--- src/design/irr_pkg.sv ---
`timescale 1ns / 1ps
// ----------------------------------------------------------------------------
// irr_pkg
// Shared types and codes of the input report ring with pending reads.
// ----------------------------------------------------------------------------
package irr_pkg;

    typedef enum logic [1:0] {
        OP_REPORT = 2'd0,
        OP_READ   = 2'd1,
        OP_CANCEL = 2'd2,
        OP_FLUSH  = 2'd3
    } op_t;

    typedef enum logic [2:0] {
        ST_SUCCESS   = 3'd0,
        ST_PENDING   = 3'd1,
        ST_CANCELLED = 3'd2,
        ST_DELETE    = 3'd3,
        ST_SMALL     = 3'd4,
        ST_NOROOM    = 3'd5
    } status_t;

    typedef enum logic [1:0] {
        REG_QUEUE_LENGTH = 2'd0,
        REG_POLLED_MODE  = 2'd1,
        REG_DEV_REMOVED  = 2'd2,
        REG_MIN_READ_LEN = 2'd3
    } reg_idx_t;

    localparam logic [9:0] QLEN_RESET = 10'd32;
    localparam logic [9:0] QLEN_MIN   = 10'd2;

    // One accepted request as handed from the front to the back part.
    typedef struct packed {
        op_t         op;
        logic [15:0] handle;
        logic [11:0] length;
        logic [7:0]  id;
        logic [11:0] buflen;
    } req_t;

    // One result item.
    typedef struct packed {
        logic [7:0]  id;
        status_t     status;
        logic [15:0] handle;
        logic [11:0] length;
        logic        last;
    } res_t;

endpackage

--- src/design/irr_front.sv ---
`timescale 1ns / 1ps
// ----------------------------------------------------------------------------
// irr_front
// Takes requests from the input port into a short queue for the back part.
// ----------------------------------------------------------------------------
module irr_front
(
    input  logic          clk,
    input  logic          rst_n,
    input  logic          push,
    output logic          full,
    input  irr_pkg::req_t in_req,
    output logic          req_valid,
    input  logic          req_take,
    output irr_pkg::req_t req_out
);

    irr_pkg::req_t q_reg [2];
    logic          wr_ptr_reg;
    logic          rd_ptr_reg;
    logic [1:0]    cnt_reg;

    logic do_push;
    logic do_pop;

    assign full      = (cnt_reg == 2'd2);
    assign req_valid = (cnt_reg != 2'd0);
    assign req_out   = q_reg[rd_ptr_reg];
    assign do_push   = push && !full;
    assign do_pop    = req_take && req_valid;

    always_ff @(posedge clk)
    begin
        if (do_push)
        begin
            q_reg[wr_ptr_reg] <= in_req;
        end
    end

    always_ff @(posedge clk or negedge rst_n)
    begin
        if (!rst_n)
        begin
            wr_ptr_reg <= 1'b0;
            rd_ptr_reg <= 1'b0;
            cnt_reg    <= 2'd0;
        end
        else
        begin
            if (do_push)
            begin
                wr_ptr_reg <= !wr_ptr_reg;
            end
            if (do_pop)
            begin
                rd_ptr_reg <= !rd_ptr_reg;
            end
            cnt_reg <= cnt_reg + {1'b0, do_push} - {1'b0, do_pop};
        end
    end

endmodule

--- config.mk ---
export PLATFORM = sky130hd
export DESIGN_NAME = irr_front
export DESIGN_NICKNAME = d
export VERILOG_FILES = /design/src/design/irr_pkg.sv /design/src/design/irr_front.sv
export SDC_FILE = /design/constraint.sdc
export NUM_CORES = 1
export LEC_CHECK = 0
export ABC_AREA = 1
export BUFFER_PORTS_ARGS = -buffer_cell sky130_fd_sc_hd__buf_2
export CORE_ASPECT_RATIO = 1.5
export CORE_UTILIZATION = 52
export CTS_CLUSTER_DIAMETER = 200
export CTS_CLUSTER_SIZE = 8
export DETAILED_ROUTE_END_ITERATION = 7
export HOLD_SLACK_MARGIN = 0.15
export PLACE_DENSITY = 0.8
export RECOVER_POWER = 50
export SLEW_MARGIN = 30
export SYNTH_ARGS = -nofsm -noshare
export SYNTH_HDL_FRONTEND = slang
export SYNTH_SLANG_ARGS = --single-unit
--- constraint.sdc ---
create_clock -name clk -period 7.9 [get_ports clk]
set_input_delay 0.79 -clock clk [delete_from_list [all_inputs] [get_ports clk]]
set_output_delay 0.79 -clock clk [all_outputs]
set_load 0.01 [all_outputs]
Word level (Yosys, flattened, before mapping)

Memories as Yosys holds them, arrays and structs flattened.
Index checks and enable logic that the tools add are counted.

ROM bits: 0
Register bits after elaboration: 4
Logic and storage cells: 15
Bits of input ports: 54
Bits in latches: 0
Memories kept: 1
Memory bits (writable): 100
Output and inout bits: 52

Memory list:

| name  | depth | width | rd ports | clocked after memory_dff | write ports | line            | text |
|---|---|---|---|---|---|---|---|
| q_reg | 2     | 50    | 1        | 0                        | 1           | irr_front.sv:18 | `irr_pkg::req_t q_reg [2];` |

Eq/ne operators: 1
Shifts and indexed selects: 0
$lt $le $gt $ge: 0
Divide/modulo/power cells: 0
Muxes and demuxes: 2
Multipliers: 0
Add/subtract/negate cells: 2
Bitwise gates (word level): 0
Reduce and logical (&&, ||, !) cells: 6

Operators by type and width:

| kind               | number |
|---|---|
| $logic_not 1->1    | 3 |
| $add 2x1->2        | 1 |
| $eq 2x2->1 const B | 1 |
| $logic_and 1x1->1  | 2 |
| $mux 1             | 2 |
| $reduce_bool 2->1  | 1 |
| $sub 2x1->2        | 1 |

Longest topological paths before layout

Gate-level depths: netlist (run 1).

Depth after elaboration: 5
Mapped depth: 10
Gate-level depth less buffers: 10

Worst setup path after synthesis (run 1)

No wires, ideal clock.

Path kind: input -> register
Start: in push
End: mem q_reg[1][0] (netlist bit) (enable)
Buffers on the path: 0
Library setup time: 0.458 ns
Setup slack: 4.472 ns
Data arrival time: 2.971 ns
Cell stages on the path: 2
Data required time: 7.442 ns
Cell sequence: nand2_1 -> nor2_1

Word-level cells in the longest chain between the ends: 3

Ends and longest elaborated chain:

| item                         | line            | text |
|---|---|---|
| start, declared              | irr_front.sv:10 | `input logic push,` |
| $logic_and 1x1->1            | irr_front.sv:29 | `assign do_push = push && !full;` |
| $mux 1                       | irr_front.sv:34 | `if (do_push)` |
| $mux 1 (implied by the code) | irr_front.sv:36 | `q_reg[wr_ptr_reg] <= in_req;` |
| end, declared                | irr_front.sv:18 |  |

Every way passes these cells.

==> results of run 1 <==
==> stage by stage <==
stage | cells | utilization
after global placement | 489 | 0.6142
final | 504 | 0.6364
after global routing | 504 | 0.6364
after CTS | 504 | 0.6421
after detailed placement | 489 | 0.6146
after floorplan | 294 | -
==> final timing paths <==
kind / start / to / slack (ps)
min in group clk: wr_ptr_reg$_DFFE_PN0N_ / wr_ptr_reg$_DFFE_PN0N_ / 500
min reg2reg: wr_ptr_reg$_DFFE_PN0N_ / wr_ptr_reg$_DFFE_PN0N_ / 500
max: rd_ptr_reg$_DFFE_PN0P_ / req_out[8] / 4430
max reg2reg: cnt_reg[0]$_DFF_PN0_ / q_reg[0][26]$_DFFE_PP_ / 4600
min: rst_n / rd_ptr_reg$_DFFE_PN0P_ / 250
max in group asynchronous: rst_n / cnt_reg[1]$_DFF_PN0_ / 7460
==> report_power, final <==
| group | internal (mW) | switching (mW) | leakage (nW) |
|---|---|---|---|
| clock | 0.174 | 0.162 | 0.101 |
| combinational | 0.179 | 0.329 | 0.906 |
| sequential | 0.758 | 0.0680 | 0.978 |
==> critical path, delay by kind of cell, from the launching register on <==
family / cells / cell delay, ps
buffers and inverters: 2 / 550
flip-flops: 1 / 1480
AND/OR/NAND/NOR: 2 / 260
==> cells by family (layout without fill, tap and decap cells) <==
family,Yosys count,count (layout)
and+or+nand+nor,167,167
adders and majority gates,2,2
DFF,104,104
buffers and inverters,21,131
==> cell type report <==
type                    instances  area [um^2]
well taps                     100        125.1
inverters                      10        43.79
fillers                       592         2645
repair buffers                106        501.7
clock inverters                 5        72.57
flip-flops and latches        104         3103
clock buffers                  10        127.6
multi-input cells             169        655.6
==> layout by cell type (no fill, tap or decap) <==
| cell type | instances |
|---|---|
| sky130_fd_sc_hd__clkbuf_8 | 9 |
| sky130_fd_sc_hd__buf_4 | 1 |
| sky130_fd_sc_hd__nand2_1 | 163 |
| sky130_fd_sc_hd__inv_6 | 1 |
| sky130_fd_sc_hd__nor2_1 | 1 |
| sky130_fd_sc_hd__clkinvlp_2 | 1 |
| sky130_fd_sc_hd__dfrtp_1 | 4 |
| sky130_fd_sc_hd__clkbuf_1 | 26 |
| sky130_fd_sc_hd__clkinv_2 | 1 |
| sky130_fd_sc_hd__clkinv_1 | 2 |
| sky130_fd_sc_hd__nand3_1 | 3 |
| sky130_fd_sc_hd__buf_2 | 80 |
| sky130_fd_sc_hd__bufinv_16 | 2 |
| sky130_fd_sc_hd__inv_1 | 8 |
| sky130_fd_sc_hd__ha_1 | 2 |
| sky130_fd_sc_hd__edfxtp_1 | 100 |
==> per-layer routing <==
layer / vias up / global-route usage / wire (um)
met5: - / 0 / 0
met4: 0 / 0.1176 / 189
met3: 13 / 0.03169 / 278
met2: 66 / 0.3031 / 3551
met1: 1076 / 0.2239 / 2679
li1: 1185 / - / -
==> results.txt, run 1 <==
----------------------------------------------------
[Power]
  Leakage ... around 2 nW
  Total power draw ... 1.670 mW
  Peak ir drop on the vdd network ... approximately 220 uV
  Power density over cell area ... around 360 nW/um^2

[Placement]
  RD Place Congestion ... 0.7465
  Post-detailed-placement half-perimeter wirelength ... about 4300 um
  Placed cell areas ... 4471 um^2
  Minimum setup slack after placement ... between 5000 and 6000 ps
  Input/output buffers ... about 110

[Floorplanning]
  Die Y-Extent ... around 110 um
  Number of cell rows ... 38
  Initial Util ... 0.5375
  Die width ... between 70 and 80 um
  Die Footprint ... 7877 um^2
  Core Footprint ... between 7000 and 8000 um^2
  Count of boundary I/O pins ... approximately 110

[Synth]
  Number of cells produced by synthesis ... about 290
  Synth async-reset ratio ... 0.03846
  Post-synthesis mux area share ... 0
  Synth unique cells ... 11
  Number of flip-flops and latches in the synthesized netlist ... 104
  Complex-gate fraction of the synthesized area ... 0
  Cell taking the most area after synthesis ... sky130_fd_sc_hd__edfxtp_1
  Dominant combinational cell family by area after synthesis ... simple AND/OR/NAND/NOR gates
  Avg Inst Size Synth ... about 13 um^2
  Area share of the largest cell type after synthesis ... 0.7680
  Parity-gate share of the synthesized area counting xor and xnor cells ... 0
  Most repeated cell in the gate-level netlist after synthesis ... sky130_fd_sc_hd__nand2_1
  Most used flip-flop cell after synthesis ... sky130_fd_sc_hd__edfxtp_1
  Post-Synth Adder-Cell Area ... 0.006400
  Simple-gate share of the synthesized area ... 0.1613
  Leading cell types by count after synthesis ... sky130_fd_sc_hd__nand2_1 (163), sky130_fd_sc_hd__edfxtp_1 (100), sky130_fd_sc_hd__inv_1 (9)
  Synth top area cells ... sky130_fd_sc_hd__edfxtp_1 (77%), sky130_fd_sc_hd__nand2_1 (16%), sky130_fd_sc_hd__dfrtp_1 (2.6%)
  Summed instance area of the synthesized netlist ... about 3900 um^2
  Number of synthesized flops with an enable pin ... 100
  Number of warnings issued by yosys ... 0
  Sequential element share of the synthesized area ... 0.7936
  Post-Syn Nets ... 350

[Timing]
  Setup TNS ... 0 ps
  Min Tclk post-route ... 3474 ps
  Setup repair after global routing missed its margin ... no
  Crit path setup slack, layout ... roughly 4400 ps
  Fin. max-slew vios ... about 100
  Worst hold margin ... 245.8 ps
  Post-route clock skew ... approximately 8.3 ps
  Worst slew pin tran ... 2233 ps
  Maximum clock frequency ... 0.2878 GHz
  Final count of negative-setup-slack endpoints ... 0
  Post-route fraction of the period consumed by the critical path ... 0.4398
  Final Hold Violating Endpoints ... 0
  Worst slew margin ... -0.4970

[Worst setup path]
  Critical Path Most Common Cell ... sky130_fd_sc_hd__nand2_1
  Slowest cell on crit path ... sky130_fd_sc_hd__dfrtp_1
  Sort of element at the start of the critical path ... flip-flop
  Classification of the worst setup path ... reg -> out
  Worst stage delay on the critical path ... ~1500 ps
  FF-to-FF path depth ... 4
  Critical Path Sink Type ... output port
  Ordered list of cells on the worst path ... inv_6 -> nand2_1 -> nand2_1 -> buf_2
  Maximum fanout encountered on the critical timing path ... 52
  Arrival time reported for the critical path endpoint ... approximately 2700 ps
  Required time worst endpoint ... slightly above 7000 ps

[Clock network]
  Number of gates given a new drive strength after cts ... 0
  Hold_buf cts ... 0
  Clk_lat worst skew ... 360 ps
  CTS Buf Count ... 9
  Library cell used as clock root buffer ... sky130_fd_sc_hd__clkbuf_8
  Post-CTS Setup Inserts ... 0
  Number of buffers on the longest clock path ... 2
  TritonCTS clock tree ... done
  Clk sinks ... between 100 and 150
  Count of H-tree levels built during CTS ... 3
  Clock Pin Slew Worst Setup and Hold Paths ... 80 ps

[Cells and area]
  Layout cells sized above 1 ... 0.2351
  Design Area, Final ... 4629 um^2
  Total number of nets in the final design ... around 460
  Antenna diodes ... 0
  Max FFs per register ... 100
  Layout overhead on the synthesized area ... 18.40%

[Status]
  Run status ... complete, but fails checks
  Violated checks ... capacitance limit, slew limit

[Global routing]
  GRT Resource Usage Total ... 0.1844
  Congestion Overflow GR ... 0
  Maximum number of pins on one net before global-route repair ... 53
  Number of antenna violations at the first check in global routing ... 0
  Wire length of the first global-routing pass ... about 10000 um
  Via count of the first global-routing pass ... 2200

[Routing]
  Antenna Nets Post-Route ... 0
  Number of search-and-repair iterations in the first detailed-routing pass ... 4
  Wirelength per Cell ... 13.29 um
  Overall via count from detail_route ... about 2300
  Total wire length ... roughly 6700 um
  Vias/cell ... ~4.6
  Starting DRC count in detailed routing ... 186
  Detailed-route DRC error count ... 0

[Worst hold path]
  Type of the worst min-delay path ... in -> async

[Job]
  Max-capacitance violation count ... 2

----------------------------------------------------
Note: power is estimated with default switching activity, not from simulation.
==> run 2, diff against run 1 <==
CORE_UTILIZATION = 47   (was 52)
PLACE_DENSITY = 0.77   (was 0.8)
clock period = 3 ns   (was 7.9 ns; I/O delays follow)
==> results.txt, run 2 (same netlist as run 1, synthesis figures left out) <==
----------------------------------------------------
[Cells and area]
  Layout fillers ... 646 (+9.1%)
  Layout cells sized above 1 ... 0.1905 (-0.04467)
  Antenna diodes ... 0 (unchanged)
  Post-route insts no fill ... 546 (+8.3%)
  Area of the multi-input gates ... 663.1 um^2 (+1.1%)
  Total number of nets in the final design ... 492 (+7.9%)
  Commonest non-fill, non-tap cell in the layout ... sky130_fd_sc_hd__nand2_1
  Design Area, Final ... 5031 um^2 (+8.7%)
  Commonest cells after routing, fill and taps aside ... sky130_fd_sc_hd__nand2_1 (163), sky130_fd_sc_hd__edfxtp_1 (100), sky130_fd_sc_hd__buf_2 (67)
  Layout overhead on the synthesized area ... 28.67%
  Seq. cell area ... 3103 um^2 (unchanged)
  Max FFs per register ... 100 (unchanged)

[Clock network]
  CTS Buf Count ... 9 (unchanged)
  TritonCTS clock tree ... done
  Hold_buf cts ... 32 (+32)
  Number of gates given a new drive strength after cts ... 0 (unchanged)
  Clk_lat worst skew ... 340 ps (-20 ps)
  Clk sinks ... 104 (unchanged)
  Library cell used as clock root buffer ... sky130_fd_sc_hd__clkbuf_16
  Count of H-tree levels built during CTS ... 3 (unchanged)
  Clock Pin Slew Worst Setup and Hold Paths ... 60 ps (-20 ps)
  Number of buffers on the longest clock path ... 2 (unchanged)
  Post-CTS Setup Inserts ... 0 (unchanged)

[Worst setup path]
  Ordered list of cells on the worst path ... buf_4 -> nand2_1 -> nand2_1 -> buf_2
  Buffering stage count on the worst path with inverters included ... 2 (unchanged)
  Maximum fanout encountered on the critical timing path ... 28 (-46%)
  Sort of element at the start of the critical path ... flip-flop
  Critical Path Most Common Cell ... sky130_fd_sc_hd__nand2_1
  Required time worst endpoint ... 2700 ps (-4410 ps)
  Worst stage delay on the critical path ... 1000 ps (-480 ps)
  Classification of the worst setup path ... reg -> out
  Slowest cell on crit path ... sky130_fd_sc_hd__dfrtp_1
  Critical Path Sink Type ... output port
  Arrival time reported for the critical path endpoint ... 2110 ps (-570 ps)
  Gate family responsible for the most delay along the worst path ... flip-flops

[Global routing]
  Via count of the first global-routing pass ... 2695 (+23%)
  Number of antenna violations at the first check in global routing ... 0 (unchanged)
  GRT Resource Usage Total ... 0.1875 (+0.003017)
  Maximum number of pins on one net before global-route repair ... 52 (-1.9%)
  Wire length of the first global-routing pass ... 12080 um (+17%)
  Congestion Overflow GR ... 0 (unchanged)

[Routing]
  Starting DRC count in detailed routing ... 145 (-22%)
  Wirelength per Cell ... 14.07 um (+5.9%)
  Total wire length ... 7684 um (+15%)
  Overall via count from detail_route ... 2602 (+11%)
  Detailed-route DRC error count ... 0 (unchanged)
  Antenna Nets Post-Route ... 0 (unchanged)
  Number of search-and-repair iterations in the first detailed-routing pass ... 4 (unchanged)
  Vias/cell ... 4.766 (+2.6%)

[Floorplanning]
  Core Footprint ... 8058 um^2 (+11%)
  Die Footprint ... 8695 um^2 (+10%)
  Count of boundary I/O pins ... 106 (unchanged)
  Die Y-Extent ... 113.7 um (+5.1%)
  Die width ... 76.47 um (+5.0%)
  Initial Util ... 0.4852 (-0.05225)
  Number of cell rows ... 40 (+5.3%)

[Timing]
  Fin. max-slew vios ... 25 (-76%)
  Setup TNS ... 0 ps (unchanged)
  Final Hold Violating Endpoints ... 0 (unchanged)
  Worst slew margin ... -0.003549 (+0.4935)
  Crit path setup slack, layout ... 585.4 ps (-3841 ps)
  Post-route fraction of the period consumed by the critical path ... 0.8049
  Min Tclk post-route ... 2415 ps
  Worst slew pin tran ... 1505 ps (-728.0 ps)
  Setup repair after global routing missed its margin ... no
  Maximum clock frequency ... between 0.4 and 0.5 GHz
  Final count of negative-setup-slack endpoints ... 0 (unchanged)
  Post-route clock skew ... 5.005 ps (-3.253 ps)

[Placement]
  Minimum setup slack after placement ... 1150 ps (-4230 ps)
  Post-detailed-placement half-perimeter wirelength ... 4848 um (+12%)
  RD Place Congestion ... 0.8340 (+12%)
  Placed cell areas ... 4504 um^2 (+0.76%)
  Input/output buffers ... 105 (unchanged)
  Dpl cells ... 498 (+1.8%)

[Power]
  Power density over cell area ... 919.9 nW/um^2 (+160%)
  Leakage ... 2.129 nW (+7.2%)
  Peak ir drop on the vdd network ... 606.9 uV (+180%)

[Status]
  Run status ... complete, but fails checks
  Violated checks ... capacitance limit, slew limit

[Job]
  Max-capacitance violation count ... 1 (-1)

[Worst hold path]
  Type of the worst min-delay path ... in -> reg

----------------------------------------------------
## run 2: cell types whose count changed in the layout (fill, tap and decap cells not counted), sizes merged, moves of 2 or more
cell / before / now
buf: 81 / 70
dlygate4sd3: 0 / 32
clkinv: 3 / 1
bufinv: 2 / 0
clkbuf: 35 / 55
## run 2: final timing paths
check	depth (start not counted)	to	slack, ps	from
setup reg to reg	4	q_reg[1][30]$_DFFE_PP_	730	cnt_reg[1]$_DFF_PN0_
setup / recovery	4	req_out[13]	590	rd_ptr_reg$_DFFE_PN0P_
max in group asynchronous	2	rd_ptr_reg$_DFFE_PN0P_	2470	rst_n
min in group asynchronous	2	cnt_reg[1]$_DFF_PN0_	330	rst_n
hold / removal	1	q_reg[1][30]$_DFFE_PP_	160	in_req[30]
hold reg to reg	2	wr_ptr_reg$_DFFE_PN0N_	500	wr_ptr_reg$_DFFE_PN0N_
## run 2: area by class of cell
| cell class | count | area share |
|---|---|---|
| inverters | 10 | 0.008456 |
| flip-flops and latches | 104 | 0.6168 |
| clock inverters | 1 | 0.0009948 |
| repair buffers | 142 | 0.1646 |
| clock buffers | 15 | 0.05123 |
| well taps | 105 | 0.02611 |
| multi-input cells | 169 | 0.1318 |
## run 2: power by group
part	internal [mW]	leakage, nW	total (mW)	switching, mW
Sequential	1.99	0.978	2.13	0.137
Combinational	0.499	1.02	1.47	0.973
Clock	0.585	0.128	1.03	0.445
Total	3.07	2.13	4.63	1.55
## run 2: through the flow
step | util | hold slack, ps | power, mW
3_3_place_gp | 0.5590 | 111.4 | 3.559
4_1_cts | 0.6314 | 150.2 | 4.678
2_1_floorplan | - | 4.409 | 3.090
5_1_grt | 0.6244 | 152.8 | 4.905
3_5_place_dp | 0.5590 | 112.7 | 3.621
6_report | 0.6244 | 163.1 | 4.628
## run 2: per-layer routing
metal	routed length [um]	part of all wire	global-route usage	vias up
li1	-	-	-	1266
met1	2887	0.38	0.1905	1208
met2	4135	0.54	0.3333	99
met3	300	0.039	0.04080	29
met4	360	0.047	0.1449	0
met5	0	0	0	-
==> run 3, diff against run 2 <==
ABC_AREA = 0   (was 1)
CORE_UTILIZATION = 52   (was 47)
PLACE_DENSITY = 0.8   (was 0.77)
clock period = 2.5 ns   (was 3 ns; I/O delays follow)
==> results.txt, run 3 <==
----------------------------------------------------
[Worst hold path]
  Type of the worst min-delay path ... in -> reg
  Hold EP ... rd_ptr_reg$_DFFE_PN0P_
  Hold_sp ... req_take
  Number of instances on the worst hold path ... 3 (+2)

[Worst setup path]
  Required time worst endpoint ... 2440 ps (-260 ps)
  Sort of element at the start of the critical path ... flip-flop
  Reg2reg end ... q_reg[1][26]$_DFFE_PP_
  Ordered list of cells on the worst path ... nand2b_1 -> and3_2 -> clkbuf_1
  FF-to-FF path depth ... 3 (-1)
  Worst reg-to-reg setup slack ... 450 ps (-280 ps)
  Maximum fanout encountered on the critical timing path ... 22 (-21%)
  Gate family responsible for the most delay along the worst path ... buffers and inverters
  Buffering stage count on the worst path with inverters included ... 1 (-1)
  Slowest cell on crit path ... sky130_fd_sc_hd__clkbuf_1
  Critical Path Sink Type ... flip-flop
  Worst stage delay on the critical path ... 890 ps (-110 ps)
  Launching point of the worst reg2reg path ... cnt_reg[1]$_DFF_PN0_
  Arrival time reported for the critical path endpoint ... 1990 ps (-120 ps)
  Classification of the worst setup path ... reg -> reg

[Clock network]
  Library cell used as clock root buffer ... sky130_fd_sc_hd__clkbuf_16
  Number of buffers on the longest clock path ... 2 (unchanged)
  TritonCTS clock tree ... done
  Count of H-tree levels built during CTS ... 3 (unchanged)
  Post-CTS Setup Inserts ... 0 (unchanged)
  CTS Buf Count ... 9 (unchanged)
  Clk_lat worst skew ... 330 ps (about the same)
  Number of gates given a new drive strength after cts ... 0 (unchanged)
  Clk sinks ... 104 (unchanged)
  Clock Pin Slew Worst Setup and Hold Paths ... 60 ps (about the same)

[Power]
  Peak ir drop on the vdd network ... 695.7 uV (+15%)
  Power density over cell area ... 1075 nW/um^2 (+17%)
  Leakage ... 2.144 nW (+0.69%)

[Synth]
  Synth unique cells ... 16 (+5)
  Sequential element share of the synthesized area ... 0.7631 (-0.03052)
  Area share of the largest cell type after synthesis ... 0.7385 (-0.02954)
  Most repeated cell in the gate-level netlist after synthesis ... sky130_fd_sc_hd__edfxtp_1
  Synth top area cells ... sky130_fd_sc_hd__edfxtp_1 (74%), sky130_fd_sc_hd__mux2_4 (18%), sky130_fd_sc_hd__buf_12 (2.5%)
  Number of flip-flops and latches in the synthesized netlist ... 104 (unchanged)
  Avg Inst Size Synth ... 23.37 um^2 (+76%)
  Leading cell types by count after synthesis ... sky130_fd_sc_hd__edfxtp_1 (100), sky130_fd_sc_hd__mux2_4 (49), sky130_fd_sc_hd__buf_12 (5)
  Most used flip-flop cell after synthesis ... sky130_fd_sc_hd__edfxtp_1
  Number of cells produced by synthesis ... 174 (-41%)
  Number of warnings issued by yosys ... 0 (unchanged)
  Summed instance area of the synthesized netlist ... 4066 um^2 (+4.0%)
  Cell taking the most area after synthesis ... sky130_fd_sc_hd__edfxtp_1
  Synth async-reset ratio ... 0.03846 (unchanged)
  Post-Syn Nets ... 230 (-34%)
  Number of synthesized flops with an enable pin ... 100 (unchanged)

[Global routing]
  Number of antenna violations at the first check in global routing ... 0 (unchanged)
  Met3 global-route usage ... 0.05273 (+0.01193)
  Via count of the first global-routing pass ... 2192 (-19%)
  GRT Resource Usage Total ... 0.1785 (-0.008948)
  Maximum number of pins on one net before global-route repair ... 31 (-40%)
  Congestion Overflow GR ... 0 (unchanged)
  GR peak layer ... met2
  Fraction of met2 tracks used by global routing ... 0.3136 (-0.01970)
  Wire length of the first global-routing pass ... 10150 um (-16%)
  GR met1 Demand/Resource ... 0.1880 (-0.002485)

[Timing]
  Worst hold margin ... 220.9 ps (+57.80 ps)
  Post-route fraction of the period consumed by the critical path ... 0.8194
  Post-route clock skew ... 4.424 ps (-0.5811 ps)
  Crit path setup slack, layout ... 451.4 ps (-133.9 ps)
  Setup repair after global routing missed its margin ... no
  Maximum clock frequency ... 0.4881 GHz
  Fin. max-slew vios ... 0 (-100%)
  Min Tclk post-route ... roughly 2000 ps
  Final count of negative-setup-slack endpoints ... 0 (unchanged)
  Final Hold Violating Endpoints ... 0 (unchanged)
  Worst slew margin ... 0.1870 (+0.1906)
  Setup TNS ... 0 ps (unchanged)
  Worst slew pin tran ... 1219 ps (-285.9 ps)

[Cells and area]
  Layout cells sized above 1 ... 0.4162 (+0.2257)
  Commonest non-fill, non-tap cell in the layout ... sky130_fd_sc_hd__edfxtp_1
  Post-route insts no fill ... 448 (-18%)
  Max FFs per register ... 100 (unchanged)
  Area of the multi-input gates ... 850.8 um^2 (+28%)
  Layout fillers ... 506 (-22%)
  Antenna diodes ... 0 (unchanged)
  Layout overhead on the synthesized area ... 33.32%
  Commonest cells after routing, fill and taps aside ... sky130_fd_sc_hd__edfxtp_1 (100), sky130_fd_sc_hd__buf_2 (72), sky130_fd_sc_hd__dlygate4sd3_1 (51)
  Final core utilization ... 0.7122 (+0.08782)
  Total number of nets in the final design ... 397 (-19%)
  Seq. cell area ... 3107 um^2 (+0.12%)

[Routing]
  Detailed-route DRC error count ... 0 (unchanged)
  Antenna Nets Post-Route ... 0 (unchanged)
  Total wire length ... 6964 um (-9.4%)
  Vias/cell ... 4.770 (about the same)
  Overall via count from detail_route ... 2137 (-18%)
  Number of search-and-repair iterations in the first detailed-routing pass ... 4 (unchanged)
  Starting DRC count in detailed routing ... 84 (-42%)
  Wirelength per Cell ... 15.54 um (+10%)

[Floorplanning]
  Initial Util ... 0.5342 (+0.04894)
  Core Footprint ... 7612 um^2 (-5.5%)
  Die Footprint ... 8185 um^2 (-5.9%)
  Number of cell rows ... 39 (-2.5%)
  Die width ... 74.21 um (-3.0%)
  Die Y-Extent ... 110.3 um (-3.0%)
  Count of boundary I/O pins ... 106 (unchanged)

[Placement]
  Input/output buffers ... 105 (unchanged)
  Dpl cells ... 381 (-23%)
  RD Place Congestion ... 0.7186 (-14%)
  Post-detailed-placement half-perimeter wirelength ... 4343 um (-10%)
  Minimum setup slack after placement ... 770.3 ps (-379.5 ps)

[Status]
  Run status ... finished, final reports clean

[Job]
  Max-capacitance violation count ... 0 (-1)

----------------------------------------------------
## run 3: cell count changes after synthesis, sizes merged, moves of 3 or more
cell / previous run / this run
nand2: 163 / 1
xnor2: 0 / 3
mux2: 0 / 50
nand3: 3 / 0
inv: 10 / 2
buf: 11 / 6
## run 3: worst max path at each step
stage,start,endpoint,slack (ps),cells after the start
5_1_grt,cnt_reg[1]$_DFF_PN0_,q_reg[1][29]$_DFFE_PP_,310,3
2_1_floorplan,cnt_reg[1]$_DFF_PN0_,q_reg[0][0]$_DFFE_PP_,180,3
6_report,cnt_reg[1]$_DFF_PN0_,q_reg[1][26]$_DFFE_PP_,450,3
4_1_cts,rd_ptr_reg$_DFFE_PN0P_,req_out[37],430,3
3_5_place_dp,cnt_reg[1]$_DFF_PN0_,cnt_reg[1]$_DFF_PN0_,770,7
3_3_place_gp,rd_ptr_reg$_DFFE_PN0P_,req_out[39],840,3
## run 3: routing by layer
metal,vias up,routed length (um)
li1,1010,-
met1,1039,2549
met2,75,3867
met3,13,365
met4,0,182
met5,-,0
## run 3: layout make-up
type	instances	share of cell area
Clock buffer	11	0.04293
Timing Repair Buffer	162	0.1934
Sequential cell	104	0.5730
Inverter	2	0.001385
Clock inverter	5	0.008770
Multi-Input combinational cell	62	0.1569
Tap cell	102	0.02354
## run 3: stage by stage
step	total power, mW	area (um^2)
floorplan	4.046	4069
global placement	4.471	4678
detailed placement	4.536	4678
CTS	5.896	5469
global route	6.117	5421
finish	5.827	5421
## run 3: tightest hold or removal path, cell delays in order
cell and delay [ps]:
sky130_fd_sc_hd__buf_2 70, sky130_fd_sc_hd__and2_4 140, sky130_fd_sc_hd__xor2_1 60
## run 3: what timing repair did
action | 4_1_cts | 5_1_grt
hold endpoints to repair | 104 | 0
setup endpoints to repair | 0 | 0
hold buffers | 51 | 0
## run 3: cells by family after synthesis
group / share of synthesized area
buf+inv: 0.02923
flops: 0.7631
xor+xnor: 0.008617
mux: 0.1837
simple gates: 0.009232
fa+ha+maj: 0.006153
## run 3: power by group
part	total, mW	leakage [nW]	internal [mW]	switching, mW
registers	2.60	0.974	2.40	0.204
logic	1.93	1.03	1.05	0.883
clock network	1.30	0.138	0.765	0.531
